### config.mk
export PLATFORM = sky130hd
export DESIGN_NAME = cqam_cell
export DESIGN_NICKNAME = d
export VERILOG_FILES = /design/src/rtl/cqam_pkg.sv /design/src/rtl/cqam_cell.sv
export SDC_FILE = /design/constraint.sdc
export NUM_CORES = 1
export LEC_CHECK = 0
export BUFFER_PORTS_ARGS = -buffer_cell sky130_fd_sc_hd__buf_2
export CORE_ASPECT_RATIO = 0.8
export CORE_MARGIN = 4
export CORE_UTILIZATION = 48
export CTS_CLUSTER_SIZE = 10
export DETAILED_ROUTE_END_ITERATION = 10
export PLACE_DENSITY = 0.8
export SETUP_SLACK_MARGIN = 0.3
export SLEW_MARGIN = 20
export SYNTH_ARGS = -nofsm -noshare
export SYNTH_HDL_FRONTEND = slang
export SYNTH_SLANG_ARGS = --single-unit
### constraint.sdc
create_clock -name clk -period 2.2 [get_ports clk]
set_clock_uncertainty 0.15 [all_clocks]
set_input_delay 0.33 -clock clk [delete_from_list [all_inputs] [get_ports clk]]
set_output_delay 0.33 -clock clk [all_outputs]
set_load 0.05 [all_outputs]
### src/rtl/cqam_pkg.sv
`default_nettype none
// ----------------------------------------------------------------------------
// cqam_pkg
// Shared types and constants for the circular request queue with lookup.
// ----------------------------------------------------------------------------
package cqam_pkg;

  localparam int unsigned FIELD_ADDR_W = 64;
  localparam int unsigned SLOT_W       = 5;
  localparam int unsigned OP_W         = 2;

  typedef enum logic [OP_W-1:0] {
    OP_LOOKUP = 2'd0,
    OP_ADD    = 2'd1,
    OP_REMOVE = 2'd2
  } op_t;

  typedef enum logic [1:0] {
    ST_IDLE = 2'b01,
    ST_SCAN = 2'b10
  } state_t;

  typedef struct packed {
    logic load;
    logic advance;
    logic cmp_full;
    logic find_empty;
  } cell_ctl_t;

endpackage : cqam_pkg
`default_nettype wire

### src/rtl/cqam_cell.sv
`default_nettype none
// ----------------------------------------------------------------------------
// cqam_cell
// One queue entry with its key compare and a scan token passed along the ring.
// ----------------------------------------------------------------------------
module cqam_cell import cqam_pkg::*; #(
  parameter int IDX = 0,
  parameter int IW  = 5,
  parameter int AW  = 64
) (
  input  wire logic          clk,
  input  wire logic          rst_n,
  input  wire cell_ctl_t     ctl,
  input  wire logic [IW-1:0] start_idx,
  input  wire logic          token_in,
  input  wire logic [AW-1:0] key_line,
  input  wire logic [AW-1:0] key_byte,
  input  wire logic          wr_en,
  input  wire logic [AW-1:0] wr_line,
  input  wire logic [AW-1:0] wr_byte,
  output logic               token_out,
  output logic               hit
);

  logic [AW-1:0] line_r, line_nxt;
  logic [AW-1:0] byte_r, byte_nxt;
  logic          token_r, token_nxt;
  logic          flag;

  always_comb begin
    line_nxt  = wr_en ? wr_line : line_r;
    byte_nxt  = wr_en ? wr_byte : byte_r;
    token_nxt = token_r;
    if (ctl.load) begin
      token_nxt = (start_idx == IW'(IDX));
    end else if (ctl.advance) begin
      token_nxt = token_in;
    end
  end

  always_comb begin
    if (ctl.find_empty) begin
      flag = (line_r == '0);
    end else if (ctl.cmp_full) begin
      flag = (byte_r == key_byte);
    end else begin
      flag = (line_r == key_line);
    end
  end

  always_ff @(posedge clk) begin
    if (!rst_n) begin
      line_r  <= '0;
      byte_r  <= '0;
      token_r <= 1'b0;
    end else begin
      line_r  <= line_nxt;
      byte_r  <= byte_nxt;
      token_r <= token_nxt;
    end
  end

  assign token_out = token_r;
  assign hit       = token_r & flag;

endmodule : cqam_cell
`default_nettype wire

==> results of run 1 <==
[kinds of logic (layout without fill, tap and decap cells)]
logic type | after synthesis | in the layout | share of synthesized area
compound gates | 18 | 18 | 0.02297
xor+xnor | 114 | 114 | 0.1553
buf+inv | 44 | 384 | 0.02822
flops | 129 | 129 | 0.4018
mux | 129 | 129 | 0.2009
other cells | 0 | 1 | 0
simple gates | 196 | 196 | 0.1908
[metrics by stage]
| stage | cells | instance area, um2 | worst slack, ns | hold WS, ns | setup TNS, ns |
|---|---|---|---|---|---|
| after floorplan | 630 | 6445 | -0.1644 | 0.3495 | -0.1644 |
| after global placement | 1114 | 8453 | -0.4967 | 0.3655 | -0.4967 |
| after detailed placement | 1114 | 8453 | -0.6597 | 0.3750 | -0.6597 |
| after CTS | 1145 | 9067 | -0.7520 | 0.01886 | -0.7520 |
| after global routing | 1146 | 9089 | -0.7233 | 0.02608 | -0.7233 |
| final | 1146 | 9089 | -0.7019 | 0.03062 | -0.7019 |
[cell type report]
| type | instances | area [um2] | share of cell area |
|---|---|---|---|
| tap | 175 | 219.0 | 0.02409 |
| inverter | 16 | 60.06 | 0.006608 |
| multi-input combinational | 457 | 3702 | 0.4074 |
| sequential | 129 | 2587 | 0.2847 |
| antenna | 1 | 2.502 | 0.0002753 |
| clock inverter | 13 | 161.4 | 0.01776 |
| timing repair buffer | 337 | 1917 | 0.2109 |
| clock buffer | 18 | 439.2 | 0.04832 |
[flip-flops by register name, summed over array words and instances (netlist names)]
signal     flops
byte_r        64
line_r        64
token_out      1
[cell usage after synthesis, drive strengths merged]
| cell type | count | area (um2) |
|---|---|---|
| xnor2 | 50 | 437.9 |
| nand4 | 22 | 137.6 |
| a2111oi | 1 | 8.760 |
| mux2i | 129 | 1291 |
| nand2 | 2 | 7.510 |
| a21oi | 1 | 5.000 |
| a221oi | 2 | 17.52 |
| nor4 | 37 | 231.5 |
| nor2 | 1 | 3.750 |
| nor4b | 1 | 8.760 |
| o2bb2ai | 2 | 23.77 |
| nand3 | 1 | 5.000 |
| o311ai | 1 | 16.27 |
| dfxtp | 129 | 2582 |
| inv | 16 | 60.05 |
| and2 | 1 | 6.260 |
| a22oi | 3 | 27.52 |
| nand3b | 1 | 7.510 |
| o22ai | 5 | 31.28 |
| or4 | 1 | 7.510 |
| clkbuf | 15 | 56.30 |
| buf | 13 | 65.06 |
| xor2 | 64 | 560.5 |
| nor2b | 128 | 800.8 |
| nor4bb | 1 | 10.01 |
| a211oi | 1 | 7.510 |
| o21ai | 2 | 10.01 |
[where the power goes]
| group | total, mW | leakage (nW) | switching (mW) | internal, mW |
|---|---|---|---|---|
| registers | 2.59 | 1.07 | 0.110 | 2.48 |
| clock network | 2.85 | 0.284 | 1.05 | 1.81 |
| logic | 1.03 | 3.04 | 0.442 | 0.592 |
[routing by layer]
| layer | vias to the layer above | GRT usage |
|---|---|---|
| li1 | 2823 | - |
| met1 | 2660 | 0.3353 |
| met2 | 187 | 0.3698 |
| met3 | 36 | 0.06594 |
| met4 | 0 | 0.08112 |
| met5 | - | 0 |
[worst paths after layout]
check / endpoint / slack [ns] / depth (start not counted)
worst min-delay path: byte_r[60] / 0.03 / 3
worst max register to register: token_out / 1.15 / 4
worst min register to register: byte_r[60] / 0.38 / 2
worst max-delay path: hit / -0.70 / 6
[placed cells by master (no fill, tap or decap), types with 5 or more instances in the layout]
| cell type | count |
|---|---|
| buf_2 | 268 |
| mux2i_1 | 129 |
| nor2b_1 | 128 |
| dfxtp_1 | 127 |
| xor2_1 | 64 |
| buf_4 | 63 |
| xnor2_1 | 50 |
| nor4_1 | 34 |
| nand4_1 | 22 |
| clkbuf_16 | 17 |
| inv_1 | 12 |
| o22ai_1 | 5 |
[what timing repair did]
item                       CTS  global route
resized for setup            4             3
pin swaps                    5             3
setup endpoints to repair    1             1
setup buffers                0             0
gates cloned                 0             0
[worst reg2reg max path, cell delays in order, from the launching register on]
cell,delay [ns]
dfxtp_4,0.34
buf_4,0.13
mux2i_1,0.12
o21ai_0,0.08
and2_1,0.14
==> flow_summary.toml, run 1 <==
[outcome]
status = "complete, but fails checks"
violations = "setup timing"

[worst_setup_path]
cp-end-kind = "output pin"
path_delay_family = "simple AND/OR/NAND/NOR gates"
cp_max_fo = 2
critPathBufInv = 1
r2r_start = "token_out"
crit_required_ns = 1.72
critPathKind = "register to output pin"
startpoint_type = "register"
cpPeakStageDelay_ns = 0.53
crit_chain = "xor2_1, nor4_2, nand4_1, or4_4, o311ai_4, buf_6"
cp.arrival_ns = 2.42
worst_path_max_delay_cell = "or4_4"
startpoint = "line_r[37]"

[clocking]
htreeDepth = 4
cts_root_buf = "clkbuf_16"
clk_latency_ns = 0.40
clock_path_buffers = 2
clock_sinks = 129
cts_buffers = 17
hold_buffers = 0
path_clk_slew_ns = 0.06
cts_tree = "built"

[cells_and_area]
fill_cells = 1021
drive_gt1_frac = 0.3938
final_nets = 1227
area_delta_synth_final_pct = 41.41
final_util = 0.7012

[route]
wl_um = 19140
dr_wl_met3_um = 1304
firstDrtPassIters = 4
drc = 0
drtIter0Drc = 294
dr_wl_met2_um = 8808
wl_met1_um = 8531
vias_per_cell = 4.979
via_count = 5706
ant_nets = 0
top_layer_used = "met4"
wl_per_cell_um = 16.70

[global_routing]
grtUsageTotal = 0.2437
grt_pass1_wl_um = 29080
grt_pass1_vias = 5790
grt_max_degree = 130
overflow = 0
grt_antenna_before_repair = 1

[placed_design]
dp.final_hpwl_um = 15210
portBuffers = 270
globalplace.congestion = 0.9274

[floorplanning]
die_area_um2 = 15320
ioPinCount = 271
dieWidth_um = 137.4
coreArea_um2 = 12960
fp.dieH_um = 111.5
initial_core_util = 0.4958
num_rows = 37

[synth]
synth_seq_area_share = 0.4018
syn_nets = 899
synth_cell_types = 30
netlist_instances = 630
synth-seq-cells = 129
synth_area_per_cell_um2 = 10.20
syn_area_um2 = 6427
ys_warn_count = 0

[timing]
fmax_ghz = 0.3446
timing.final.crit_share = 1.319
tightest_slew_ns = 0.4912
period_needed_ns = 2.902
hold_violations = 0
slew_violations = 0
rsz0062_at_grt = "true"
slew_headroom = 0.6695
fin_ws_ns = -0.7019
finalSetupViolCount = 1

[flow_run]
drv_cap = 0

[power_and_ir_drop]
power_density_nw_per_um2 = 712.5
report.power.total_mw = 6.476
ir_drop_mv = 0.5334
cellLeakagePower_nw = 4.393

[min_path]
hold_class = "input port to register"
min_from = "wr_byte[60]"
(Power assumes the default switching activity.)
==> inputs of run 2 (changes only) <==
--- a/config.mk
+++ b/config.mk
@@ -8,5 +8,4 @@
 export BUFFER_PORTS_ARGS = -buffer_cell sky130_fd_sc_hd__buf_2
 export CORE_ASPECT_RATIO = 0.8
-export CORE_MARGIN = 4
 export CORE_UTILIZATION = 48
 export CTS_CLUSTER_SIZE = 10
==> constraint.sdc (replaced) <==
create_clock -name clk -period 2.2 [get_ports clk]
set_clock_uncertainty 0.15 [all_clocks]
set_input_delay 0.44 -clock clk [delete_from_list [all_inputs] [get_ports clk]]
set_output_delay 0.44 -clock clk [all_outputs]
set_load 0.05 [all_outputs]
==> run 2 against run 1 <==
  * The run still ends with setup timing left
  * Sequential share of layout area barely moved
  * Fmax rose by 0.53%
  * Power fell by 0.60%
  * Flip-flop and latch count did not move
  * Register-to-register slack got worse by 0.03 ns
  * Critical path depth rose by 1
  * Non-clock buffer count rose by 4
  * Final area rose by 0.33%
  * Critical endpoint unchanged
==> flow_summary.toml, run 2 (synthesis gave the netlist of run 1 again) <==
[outcome]
status = "complete, but fails checks"
violations = "setup timing"

[worst_setup_path]
cp.arrival_ns = 2.30
cp-end-kind = "output pin"
startpoint_type = "register"
cp_max_fo = 2
critPathKind = "register to output pin"
crit_required_ns = 1.61

[cells_and_area]
seq_area_um2 = 2594
final_common_cell = "buf_2"
drive_gt1_frac = 0.4041
final_util = 0.7035
area_delta_synth_final_pct = 41.87
fill_cells = 1039
mostFrequentLayoutCells = "buf_2, mux2i_1, nor2b_1"
multi_input_area_um2 = 3715
final_nets = 1231

[global_routing]
overflow = 0
top_usage_layer = "met2"
grt_pass1_vias = 5760
met3_usage = 0.06397
grt_pass1_wl_um = 28550
grt_antenna_before_repair = 1
grt_max_degree = 130
gr-usage-met2 = 0.4290
grtUsageTotal = 0.2652
use_met1 = 0.3414

[power_and_ir_drop]
power_density_nw_per_um2 = 705.9
report.power.total_mw = 6.437
cellLeakagePower_nw = 4.410
ir_drop_mv = 0.5246

[floorplanning]
coreArea_um2 = 12960
initial_core_util = 0.4958
dieWidth_um = 131.4
ioPinCount = 271
num_rows = 37
fp.dieH_um = 105.5
die_area_um2 = 13860

[clocking]
clock_path_buffers = 2
clk_latency_ns = 0.40
htreeDepth = 4
clock_sinks = 129
path_clk_slew_ns = 0.06
cts_buffers = 17
cts_tree = "built"
cts_root_buf = "clkbuf_16"
cts_setup_buffers = 0

[route]
firstDrtPassIters = 4
vias_per_cell = 4.908
drtIter0Drc = 365
ant_nets = 0
wl_um = 18540
drc = 0
wl_per_cell_um = 16.10
via_count = 5649

[timing]
finalSetupViolCount = 1
whs_ns = 0.1416
rsz0062_at_grt = "true"
hold_violations = 0
fin_ws_ns = -0.6867
timing.final.crit_share = 1.312
fmax_ghz = 0.3464
tightest_slew_ns = 0.4710
slew_violations = 0
slew_headroom = 0.6860
period_needed_ns = 2.887

[placed_design]
globalplace.congestion = 0.9958
portBuffers = 270
dp.final_hpwl_um = 14260
post-place-ws_ns = -0.7977

[min_path]
hold_class = "input port to register"

[flow_run]
drv_cap = 0
[run 2: cell count changes in the layout (fill, tap and decap cells not counted), sizes merged]
cell,delta
buf,+4
bufinv,-1
clkbuf,+1
clkinv,-1
clkinvlp,-2
inv,+4
[run 2: worst max-delay path: stages (launching register included)]
cell      delay (ns)
dfxtp_2         0.32
inv_1           0.06
a22oi_2         0.16
nor4bb_1        0.29
nand2_1         0.11
or4_4           0.50
o311ai_4        0.27
buf_6           0.20
[run 2: worst paths after layout]
kind                                  start    endpoint  slack [ns]  cells past startpoint
worst max register to register    token_out   token_out        1.12                      4
worst max-delay path             line_r[62]         hit       -0.69                      7
worst min register to register    byte_r[6]   byte_r[6]        0.38                      2
worst min-delay path            wr_line[47]  line_r[47]        0.14                      3
[run 2: layout make-up]
type / instances / share of cell area
sequential: 129 / 0.2844
clock inverter: 13 / 0.01660
antenna: 1 / 0.0002744
tap: 175 / 0.02401
inverter: 16 / 0.006586
multi-input combinational: 457 / 0.4074
timing repair buffer: 341 / 0.2121
clock buffer: 19 / 0.04857
[run 2: report_power, final]
part	switching (mW)	internal, mW
clock network	1.09	1.72
logic	0.444	0.591
registers	0.112	2.48
[run 2: through the flow]
stage / instance area, um2 / std cells / setup TNS, ns
global placement: 8471 / 1118 / -0.8009
global route: 9119 / 1151 / -0.7881
floorplan: 6445 / 630 / -0.3744
CTS: 9115 / 1150 / -0.6802
finish: 9119 / 1151 / -0.6867
detailed placement: 8471 / 1118 / -0.7977
[run 2: routing by layer]
metal  vias to the layer above  routed length (um)
li1                       2836                   -
met3                        32                1180
met2                       197                8533
met1                      2584                8368
met4                         0                 452
met5                         -                   0
[run 2: timing repair]
action | CTS | global route
cloned | 0 | 0
endpoints found under the setup margin | 1 | 1
pin swaps | 8 | 0
resized for setup | 14 | 1
hold buffers | 0 | 0
==> inputs of run 3 (changes only) <==
Settings changed: PLACE_DENSITY 0.8 to 0.85.
==> run 3 against run 2 <==
  * Critical path depth grew 1
  * Critical endpoint unchanged
  * Register-to-register slack about the same
  * Fmax is 3.9% lower
  * Worst setup slack got worse by 0.12 ns
  * Final area is 0.70% higher
  * Die area did not move
  * Cell count up 0.87%
  * The run still ends with setup timing left
  * Clock power shrank 4%
  * Via count rose by 0.87%
==> flow_summary.toml, run 3 (synthesis gave the netlist of run 1 again) <==
[floorplanning]
coreArea_um2 = 12960
fp.dieH_um = 105.5
dieWidth_um = 131.4
num_rows = 37
initial_core_util = 0.4958
ioPinCount = 271
die_area_um2 = 13860

[min_path]
hold_class = "input port to register"
min_from = "wr_byte[9]"
worstHoldPathCells = 3
hold_end = "byte_r[9]"

[cells_and_area]
fill_cells = 980
instances_no_fill = 1161
drive_gt1_frac = 0.4026
antenna_cells = 0
mostFrequentLayoutCells = "buf_2, mux2i_1, nor2b_1"
final_util = 0.7084
fin_area_um2 = 9183
final_common_cell = "buf_2"
final_nets = 1243
area_delta_synth_final_pct = 42.87

[global_routing]
grt_pass1_vias = 5676
top_usage_layer = "met2"
met3_usage = 0.05916
overflow = 0
grt_max_degree = 130
grtUsageTotal = 0.2692
gr-usage-met2 = 0.4350
use_met1 = 0.3628
grt_pass1_wl_um = 29150
grt_antenna_before_repair = 0

[clocking]
clock_path_buffers = 2
clock_sinks = 129
path_clk_slew_ns = 0.06
hold_buffers = 0
cts_buffers = 17
clk_latency_ns = 0.39
htreeDepth = 4
cts_root_buf = "clkbuf_16"
cts_tree = "built"

[worst_setup_path]
cp_max_fo = 2
crit_required_ns = 1.61
r2r_start = "token_out"
reg2reg_to = "token_out"
cp.arrival_ns = 2.41
critPathKind = "register to output pin"
rr_worst_depth = 4
r2r_setup_slack_ns = 1.13
cp-end-kind = "output pin"
startpoint_type = "register"

[power_and_ir_drop]
ir_drop_mv = 0.4707
power_density_nw_per_um2 = 692.5
cellLeakagePower_nw = 4.456

[route]
wl_um = 18750
ant_nets = 0
via_count = 5698
vias_per_cell = 4.908
drtIter0Drc = 300
drc = 0
wl_per_cell_um = 16.15
firstDrtPassIters = 5

[timing]
timing.final.crit_share = 1.365
period_needed_ns = 3.003
rsz0062_at_grt = "true"
hold_violations = 0
slew_violations = 0
fin_ws_ns = -0.8031
slew_headroom = 0.6690
finalSetupViolCount = 1
fmax_ghz = 0.3330
tightest_slew_ns = 0.4965

[placed_design]
placed_cells = 1129
globalplace.congestion = 0.9151
dp.final_hpwl_um = 14830
placed_area_um2 = 8578
portBuffers = 270

[outcome]
status = "complete, but fails checks"
violations = "setup timing"

[flow_run]
drv_cap = 0
[run 3: changes by cell type in the layout (fill, tap and decap cells not counted)]
cell,before,now
buf_12,3,5
buf_4,68,78
clkbuf_1,1,2
clkbuf_8,1,0
clkinv_2,0,1
clkinv_4,4,3
clkinvlp_4,2,4
dfxtp_1,122,126
dfxtp_2,6,2
diode_2,1,0
inv_6,4,1
nor4_1,31,34
nor4_2,6,3
[run 3: repair_timing]
action | in CTS | in global routing
setup endpoints to repair | 1 | 1
resized for setup | 7 | 1
pin swaps | 5 | 0
setup buffers | 1 | 0
[run 3: area by class of cell]
cell class,instances,area (um2),area share
clock inverters,12,136.4,0.01485
multi-input cells,457,3696,0.4025
inverters,16,60.06,0.006540
well taps,175,219.0,0.02385
clock buffers,19,432.9,0.04715
repair buffers,353,2049,0.2232
flip-flops and latches,129,2589,0.2819
[run 3: worst max path at each step]
| stage | to | start | depth (start not counted) |
|---|---|---|---|
| after floorplan | hit | key_line[33] | 5 |
| after detailed placement | hit | key_line[33] | 8 |
| after global placement | hit | key_line[33] | 8 |
| after CTS | hit | line_r[33] | 7 |
| final | hit | line_r[52] | 8 |
| after global routing | hit | line_r[33] | 7 |
[run 3: power by group]
group / switching (mW) / internal, mW / total (mW)
logic: 0.448 / 0.608 / 1.06
clock network: 1.04 / 1.67 / 2.71
registers: 0.114 / 2.48 / 2.59
[run 3: per-stage QoR]
step | power (mW) | setup TNS (ns) | hold slack, ns | setup WS, ns
6_report | 6.359 | -0.8031 | 0.1435 | -0.8031
5_1_grt | 6.609 | -0.8613 | 0.1431 | -0.8613
4_1_cts | 6.393 | -0.7884 | 0.1329 | -0.7884
3_5_place_dp | 3.678 | -0.8748 | 0.3773 | -0.8748
3_3_place_gp | 3.647 | -0.7578 | 0.3655 | -0.7578
2_1_floorplan | 3.143 | -0.3744 | 0.3505 | -0.3744
[run 3: per-layer routing]
layer  vias to the layer above  routed length, um
met5                         -                  0
met4                         0                263
met3                        21               1118
met2                       200               8756
met1                      2621               8612
li1                       2856                  -
[run 3: worst max-delay path, cell delays in order, from the launching register on]
cell       delay [ns]
dfxtp_1          0.32
inv_2            0.11
buf_4            0.12
o2bb2ai_2        0.06
nor4bb_1         0.31
nand2_1          0.13
or4_4            0.51
o311ai_4         0.26
buf_6            0.20
